## src/hw/rtl/wfr_pkg.sv

```systemverilog
// shared constants and types of the wiegand frame receiver
package wfr_pkg;

  // capture buffer size in bytes, 1 to 8
  localparam int BUFFER_BYTES = 8;
  localparam int CAP_BITS = (BUFFER_BYTES * 8 > 64) ? 64 : BUFFER_BYTES * 8;
  localparam int CNT_W = $clog2(CAP_BITS + 1);
  localparam int NIB_MAX = (CAP_BITS + 3) / 4;
  localparam int NIB_W = $clog2(NIB_MAX + 1);
  localparam int SR_W = 4 * NIB_MAX;

  localparam int TIMEOUT_W = 16;
  localparam int ID_W = 8;
  localparam int FBITS_W = 7;
  localparam int CFG_IDX_W = 8;
  localparam int CFG_DATA_W = 16;
  localparam int M_DATA_W = 24;

  localparam logic [TIMEOUT_W-1:0] TIMEOUT_RESET = 16'd25;
  localparam logic [ID_W-1:0] READER_ID_RESET = 8'd0;

  // register indexes of the configuration port
  localparam logic [CFG_IDX_W-1:0] REG_TIMEOUT = 8'd0;
  localparam logic [CFG_IDX_W-1:0] REG_READER_ID = 8'd1;

  // frame handed from capture to serializer
  typedef struct packed {
    logic [CAP_BITS-1:0] bits;
    logic [CNT_W-1:0] count;
  } frame_t;

endpackage

```

## src/hw/rtl/wfr_capture.sv

```systemverilog
// edge detection, bit buffer, idle timer and flush decision
module wfr_capture (
  input  logic clk,
  input  logic rst,
  input  logic accept,
  input  logic d0_level,
  input  logic d1_level,
  input  logic ms_tick,
  input  logic [wfr_pkg::TIMEOUT_W-1:0] timeout,
  output logic flush,
  output wfr_pkg::frame_t frame
);

  logic [1:0] prev_levels, prev_levels_next;
  logic [wfr_pkg::CAP_BITS-1:0] bit_buffer, bit_buffer_next;
  logic [wfr_pkg::CNT_W-1:0] bit_count, bit_count_next;
  logic frame_pending, frame_pending_next;
  logic [wfr_pkg::TIMEOUT_W-1:0] idle_ms, idle_ms_next;

  always_comb begin
    logic [wfr_pkg::CAP_BITS-1:0] buf_v;
    logic [wfr_pkg::CNT_W-1:0] cnt_v;
    logic pend_v;
    logic [wfr_pkg::TIMEOUT_W-1:0] idle_v;
    buf_v = bit_buffer;
    cnt_v = bit_count;
    pend_v = frame_pending;
    idle_v = idle_ms;
    // tick first, saturating
    if (ms_tick && idle_v != '1) begin
      idle_v = idle_v + 1'b1;
    end
    // line 0 falling edge appends a zero
    if (prev_levels[0] && !d0_level &&
        cnt_v < wfr_pkg::CNT_W'(wfr_pkg::CAP_BITS)) begin
      buf_v = {buf_v[wfr_pkg::CAP_BITS-2:0], 1'b0};
      cnt_v = cnt_v + 1'b1;
      pend_v = 1'b1;
      idle_v = '0;
    end
    // line 1 falling edge appends a one
    if (prev_levels[1] && !d1_level &&
        cnt_v < wfr_pkg::CNT_W'(wfr_pkg::CAP_BITS)) begin
      buf_v = {buf_v[wfr_pkg::CAP_BITS-2:0], 1'b1};
      cnt_v = cnt_v + 1'b1;
      pend_v = 1'b1;
      idle_v = '0;
    end
    flush = pend_v && (idle_v > timeout) && (cnt_v != '0);
    frame.bits = buf_v;
    frame.count = cnt_v;
    prev_levels_next = {d1_level, d0_level};
    if (flush) begin
      bit_buffer_next = '0;
      bit_count_next = '0;
      frame_pending_next = 1'b0;
      idle_ms_next = '0;
    end else begin
      bit_buffer_next = buf_v;
      bit_count_next = cnt_v;
      frame_pending_next = pend_v;
      idle_ms_next = idle_v;
    end
  end

  always_ff @(posedge clk) begin
    if (rst) begin
      prev_levels <= 2'b11;
      bit_buffer <= '0;
      bit_count <= '0;
      frame_pending <= 1'b0;
      idle_ms <= '0;
    end else if (accept) begin
      prev_levels <= prev_levels_next;
      bit_buffer <= bit_buffer_next;
      bit_count <= bit_count_next;
      frame_pending <= frame_pending_next;
      idle_ms <= idle_ms_next;
    end
  end

endmodule

```

## src/hw/rtl/wfr_serializer.sv

```systemverilog
// nibble serializer around one shared shift-by-four unit
module wfr_serializer (
  input  logic clk,
  input  logic rst,
  input  logic load,
  input  wfr_pkg::frame_t frame,
  input  logic [wfr_pkg::ID_W-1:0] reader_id,
  output logic idle,
  output logic m_tvalid,
  input  logic m_tready,
  output logic [wfr_pkg::M_DATA_W-1:0] m_tdata,
  output logic m_tlast
);

  typedef enum logic [2:0] {
    SER_IDLE  = 3'b001,
    SER_ALIGN = 3'b010,
    SER_EMIT  = 3'b100
  } ser_state_t;

  ser_state_t state, state_next;
  logic [wfr_pkg::SR_W-1:0] sr, sr_next;
  logic [wfr_pkg::NIB_W-1:0] pad, pad_next;
  logic [wfr_pkg::NIB_W-1:0] remaining, remaining_next;
  logic [wfr_pkg::CNT_W-1:0] count, count_next;
  logic [wfr_pkg::CNT_W:0] count_rnd;
  logic [wfr_pkg::NIB_W-1:0] nnib;
  logic [wfr_pkg::SR_W-1:0] sr_shl;
  logic out_free;
  logic emit;

  assign count_rnd = {1'b0, frame.count} + (wfr_pkg::CNT_W+1)'(3);
  assign nnib = wfr_pkg::NIB_W'(count_rnd >> 2);
  // the shared unit
  assign sr_shl = {sr[wfr_pkg::SR_W-5:0], 4'b0000};
  assign out_free = !m_tvalid || m_tready;
  assign emit = (state == SER_EMIT) && out_free;
  assign idle = (state == SER_IDLE);

  always_comb begin
    state_next = state;
    sr_next = sr;
    pad_next = pad;
    remaining_next = remaining;
    count_next = count;
    case (state)
      SER_IDLE: begin
        if (load) begin
          sr_next = wfr_pkg::SR_W'(frame.bits);
          count_next = frame.count;
          remaining_next = nnib;
          pad_next = wfr_pkg::NIB_W'(wfr_pkg::NIB_MAX) - nnib;
          if (wfr_pkg::NIB_W'(wfr_pkg::NIB_MAX) == nnib) begin
            state_next = SER_EMIT;
          end else begin
            state_next = SER_ALIGN;
          end
        end
      end
      SER_ALIGN: begin
        // move the top digit of the frame to the top of the register
        sr_next = sr_shl;
        pad_next = pad - 1'b1;
        if (pad == wfr_pkg::NIB_W'(1)) begin
          state_next = SER_EMIT;
        end
      end
      SER_EMIT: begin
        if (out_free) begin
          sr_next = sr_shl;
          remaining_next = remaining - 1'b1;
          if (remaining == wfr_pkg::NIB_W'(1)) begin
            state_next = SER_IDLE;
          end
        end
      end
      default: begin
        state_next = SER_IDLE;
      end
    endcase
  end

  always_ff @(posedge clk) begin
    if (rst) begin
      state <= SER_IDLE;
      m_tvalid <= 1'b0;
    end else begin
      state <= state_next;
      if (emit) begin
        m_tvalid <= 1'b1;
      end else if (m_tready) begin
        m_tvalid <= 1'b0;
      end
    end
  end

  always_ff @(posedge clk) begin
    sr <= sr_next;
    pad <= pad_next;
    remaining <= remaining_next;
    count <= count_next;
    if (emit) begin
      m_tdata <= {5'b00000, sr[wfr_pkg::SR_W-1 -: 4],
                  wfr_pkg::FBITS_W'(count), reader_id};
      m_tlast <= (remaining == wfr_pkg::NIB_W'(1));
    end
  end

endmodule

```

## src/hw/rtl/wiegand_frame_receiver_core.sv

```systemverilog
// top level of the wiegand frame receiver
// sequence: the sample that closes a frame loads it; the serializer starts in the next cycle,
//   aligns a short frame in the shift unit, then emits one digit a cycle while the output is free
// throughput: one sample per cycle while no frame drains; during a flush the
//   input waits on the single 4-bit shift unit through alignment and emission, plus output stalls
// reset: rst is synchronous, active high; lines read as idle high, frame empty,
//   timeout 25 ms, reader id 0
module wiegand_frame_receiver_core (
  input  logic clk,
  input  logic rst,
  // line samples
  input  logic s_tvalid,
  output logic s_tready,
  input  logic [7:0] s_tdata,   // d0_level, d1_level, ms_tick, zero pad
  // hex digits of the frame
  output logic m_tvalid,
  input  logic m_tready,
  output logic [wfr_pkg::M_DATA_W-1:0] m_tdata, // source_id, frame_bits, nibble, zero pad
  output logic m_tlast,
  // register writes
  input  logic cfg_valid,
  output logic cfg_ready,
  input  logic [wfr_pkg::CFG_IDX_W-1:0] cfg_index,
  input  logic [wfr_pkg::CFG_DATA_W-1:0] cfg_data
);

  logic [wfr_pkg::TIMEOUT_W-1:0] inter_bit_timeout_ms;
  logic [wfr_pkg::ID_W-1:0] reader_id;
  logic s_accept;
  logic flush;
  logic ser_idle;
  wfr_pkg::frame_t frame;

  // register writes are always taken; unknown indexes fall through
  assign cfg_ready = 1'b1;

  always_ff @(posedge clk) begin
    if (rst) begin
      inter_bit_timeout_ms <= wfr_pkg::TIMEOUT_RESET;
      reader_id <= wfr_pkg::READER_ID_RESET;
    end else if (cfg_valid) begin
      case (cfg_index)
        wfr_pkg::REG_TIMEOUT: inter_bit_timeout_ms <= cfg_data;
        wfr_pkg::REG_READER_ID: reader_id <= cfg_data[wfr_pkg::ID_W-1:0];
        default: begin
        end
      endcase
    end
  end

  // samples stall only while the serializer drains a frame
  assign s_tready = ser_idle;
  assign s_accept = s_tvalid && s_tready;

  // edge capture and timeout check
  wfr_capture u_capture (
    .clk      (clk),
    .rst      (rst),
    .accept   (s_accept),
    .d0_level (s_tdata[0]),
    .d1_level (s_tdata[1]),
    .ms_tick  (s_tdata[2]),
    .timeout  (inter_bit_timeout_ms),
    .flush    (flush),
    .frame    (frame)
  );

  // the frame is loaded on the same request that completes it
  wfr_serializer u_serializer (
    .clk       (clk),
    .rst       (rst),
    .load      (s_accept && flush),
    .frame     (frame),
    .reader_id (reader_id),
    .idle      (ser_idle),
    .m_tvalid  (m_tvalid),
    .m_tready  (m_tready),
    .m_tdata   (m_tdata),
    .m_tlast   (m_tlast)
  );

endmodule

```

## config.mk

```make
export PLATFORM = sky130hd
export DESIGN_NAME = wiegand_frame_receiver_core
export DESIGN_NICKNAME = d
export VERILOG_FILES = /design/src/hw/rtl/wfr_pkg.sv /design/src/hw/rtl/wfr_capture.sv /design/src/hw/rtl/wfr_serializer.sv /design/src/hw/rtl/wiegand_frame_receiver_core.sv
export SDC_FILE = /design/constraint.sdc
export NUM_CORES = 1
export LEC_CHECK = 0
export BUFFER_PORTS_ARGS = -buffer_cell sky130_fd_sc_hd__clkbuf_2
export CAP_MARGIN = 40
export CORE_ASPECT_RATIO = 2
export CORE_MARGIN = 5
export CORE_UTILIZATION = 55
export CTS_CLUSTER_SIZE = 28
export DETAILED_ROUTE_END_ITERATION = 10
export PLACE_DENSITY = 0.73
export REMOVE_ABC_BUFFERS = 1
export SKIP_LAST_GASP = 1
export SLEW_MARGIN = 20
export SYNTH_ARGS = -nofsm -noshare
export SYNTH_HDL_FRONTEND = slang
export SYNTH_SLANG_ARGS = --single-unit
```

## constraint.sdc

```tcl
create_clock -name clk -period 11.4 [get_ports clk]
set_clock_uncertainty 0.2 [all_clocks]
set_input_delay 1.71 -clock clk [delete_from_list [all_inputs] [get_ports clk]]
set_output_delay 1.71 -clock clk [all_outputs]
set_load 0.1 [all_outputs]
```

==> flow_summary.json <==
{
  "status": "complete, no violations",
  "drtIter0Drc": 469,
  "synth_edf_count": 101,
  "final_cells": 1457,
  "nFillCells": 1630,
  "grt_pass1_wl_um": 37800,
  "die_y_um": 208,
  "path_buf_inv": 3,
  "insertion_delay_ns": 0.49,
  "clockBufferDepth": 3,
  "dp_cells": 1418,
  "end_kind": "flip-flop",
  "grt-ovfl-total": 0,
  "die_w_um": 109,
  "finalMaxSlewViolations": 0,
  "cpMostUsedCell": "buf_4",
  "core_mm2": 0.0194,
  "met3_usage_pct": 2.02,
  "mostFrequentLayoutCells": "195 x nor2_1, 123 x nand2_1, 118 x dfxtp_1",
  "cp-startpoint": "s_tdata[0]",
  "cts_setup_buffers": 0,
  "hold_buffers": 0,
  "hold_path.startpoint": "u_serializer.count[6]",
  "path_clk_slew_ns": 0.06,
  "avgSynthCellArea_um2": 9.19,
  "min_path_type": "reg -> reg",
  "cp_slowest_cell": "o311ai_0",
  "num-nets-final": 1245,
  "antenna_left": 0,
  "grt_antenna_before_repair": 1,
  "rows": 72,
  "start_kind": "primary input",
  "timing.final.crit_share_pct": 52.3,
  "multiInputGateArea_mm2": 0.00493,
  "track_usage_pct": 19.9,
  "use_met2_pct": 37.2,
  "seq_area_frac_synth_pct": 50.1,
  "place.gp.congestion": 0.947,
  "peakVddDrop_uv": 185,
  "drive_above_1_share_pct": 10.2,
  "ys_ff_latch": 219,
  "powerDensity_mw_per_mm2": 150,
  "finalCriticalPeriod_ns": 5.96,
  "criticalPathCategory": "in -> reg",
  "synthArstFlopShare_pct": 0,
  "drt-pass1-iter-count": 6,
  "grt_max_degree": 93,
  "wl_um": 22600,
  "cts-root-buf": "clkbuf_16",
  "final_common_cell": "nor2_1",
  "placed_cell_area_mm2": 0.0112,
  "critical_path.top_delay_family": "compound AO/OA/AOI/OAI gates",
  "netlist_area_mm2": 0.0108,
  "worstMarginPinSlew_ns": 0.839,
  "hold_viol": 0,
  "setup_viol": 0,
  "rsz0062_at_grt": "no",
  "avgRoutedWirePerCell_um": 15.5,
  "fmax_ghz": 0.168,
  "cts_tree": "built",
  "viasPerCell": 5.69,
  "routed-via-count": 8288,
  "htree_num_levels": 1,
  "cpPeakStageDelay_ns": 0.71,
  "drc": 0,
  "synth_ff_type": "dfxtp_1",
  "ios": 65,
  "fin_area_mm2": 0.0119,
  "met1_usage_pct": 23.1,
  "synth_cell_types": 62,
  "path_cells": "clkbuf_2 -> or3b_1 -> nand2_2 -> buf_4 -> nor2_1 -> ha_1 -> nor2b_1 -> o211ai_1 -> a21oi_1 -> o311ai_0 -> nand2_1 -> a31oi_1 -> a21oi_4 -> buf_4",
  "required_ns": 11.34,
  "power_leakage_uw": 0.00438,
  "slew_headroom_pct": 43.4,
  "layout-area-overhead-vs-synth_pct": 10.3,
  "critPathMaxFanout": 64,
  "gr-max-usage-layer": "met2",
  "synth_cells": 1172,
  "start_util_pct": 55.6,
  "place_hpwl_um": 14800,
  "grt_pass1_vias": 7999,
  "arrival_ns": 5.90,
  "numCtsBuffers": 20,
  "yosys_warnings": 0,
  "ctsResizeCount": 0,
  "clock-sinks": 219,
  "total_power_uw": 1780,
  "r2r_start": "u_capture.idle_ms[7]",
  "tns_ns": 0,
  "ff_latch_area_mm2": 0.00540,
  "io_buffer_count": 53,
  "dieArea_mm2": 0.0227,
  "drv_cap": 0
}
state kept, by name (all words and copies together), names as in the netlist, 2 cells and up:
register	flops
u_capture.prev_levels	2
u_serializer.sr	64
u_capture.bit_count	7
inter_bit_timeout_ms	16
u_serializer.remaining	5
u_capture.idle_ms	16
reader_id	8
u_serializer.m_tdata	19
u_serializer.state	3
u_capture.bit_buffer	64
u_serializer.count	7
u_serializer.pad	5
power by group:
group	leakage, uW	switching, uW	internal [uW]	total, uW
logic	0.00215	135	84.2	219
clock network	0.000326	285	403	688
registers	0.00191	21.9	851	873
final timing paths:
| kind | endpoint | slack [ns] | depth (start not counted) |
|---|---|---|---|
| worst max-delay path | u_serializer.sr[22] | 5.44 | 14 |
| worst max register to register | u_serializer.sr[22] | 6.05 | 16 |
| worst min-delay path | u_serializer.m_tdata[14] | 0.22 | 0 |
| worst min register to register | u_serializer.m_tdata[14] | 0.22 | 0 |
layer usage:
layer,up-vias,wire length [um]
li1,4161,-
met2,141,12500
met1,3949,8800
met4,0,515
met3,37,749
met5,-,0
cells in the mapped netlist, types with 2 or more instances:
cell type    n  area (um^2)
nor2_1     196          736
nand2_1    127          477
dfxtp_1    118         2360
edfxtp_1   101         3030
a21oi_1     92          460
o21ai_0     77          385
nand2b_1    66          413
o221ai_1    61          534
clkbuf_1    58          218
inv_1       27          101
mux2i_1     26          260
ha_1        25          313
xor2_1      22          193
nand3_1     16         80.1
xnor2_1     15          131
a21oi_2     10         87.6
buf_6        9          101
nand4_1      9         56.3
nor3_1       9         45.0
and3_1       7         43.8
buf_1        7         26.3
a211o_1      6         52.6
buf_4        6         45.0
a21o_1       5         37.5
and2_1       5         31.3
nor2b_1      5         31.3
or3_1        5         31.3
a31oi_1      4         25.0
and4_1       4         35.0
nand3b_1     4         30.0
nor3b_1      4         30.0
o211ai_1     4         30.0
buf_2        3         15.0
o31ai_1      3         22.5
or2_2        3         18.8
a31o_2       2         17.5
a32o_1       2         20.0
conb_1       2         7.51
nor4b_1      2         17.5
o311ai_0     2         17.5
o31a_1       2         17.5
cell families (layout without fill, tap and decap cells):
kind of cell	Yosys count	after routing	synth area share (%)
and+or+nand+nor	469	469	19.9
AOI/OAI and AO/OA	282	282	16.8
DFF	219	219	50.1
buffers and inverters	111	132	4.74
xor gates and xnor gates	37	37	3.01
muxes	27	27	2.52
adders and majority gates	25	25	2.90
other	2	7	0.0697
stage by stage:
step,setup WS [ns],util [%],hold WS [ns]
2_1_floorplan,2.48,-,0.200
3_3_place_gp,4.59,57.2,0.201
3_5_place_dp,4.54,57.7,0.205
4_1_cts,5.04,61.1,0.224
5_1_grt,5.18,61.4,0.227
6_report,5.44,61.4,0.220
cell type report:
type | instances | area share, %
Timing Repair Buffer | 68 | 3.89
Tap cell | 259 | 2.73
Multi-Input combinational cell | 846 | 41.5
Sequential cell | 219 | 45.4
Clock buffer | 24 | 4.52
Inverter | 28 | 0.884
Antenna cell | 1 | 0.0211
Clock inverter | 12 | 1.07
(Power assumes the default switching activity.)
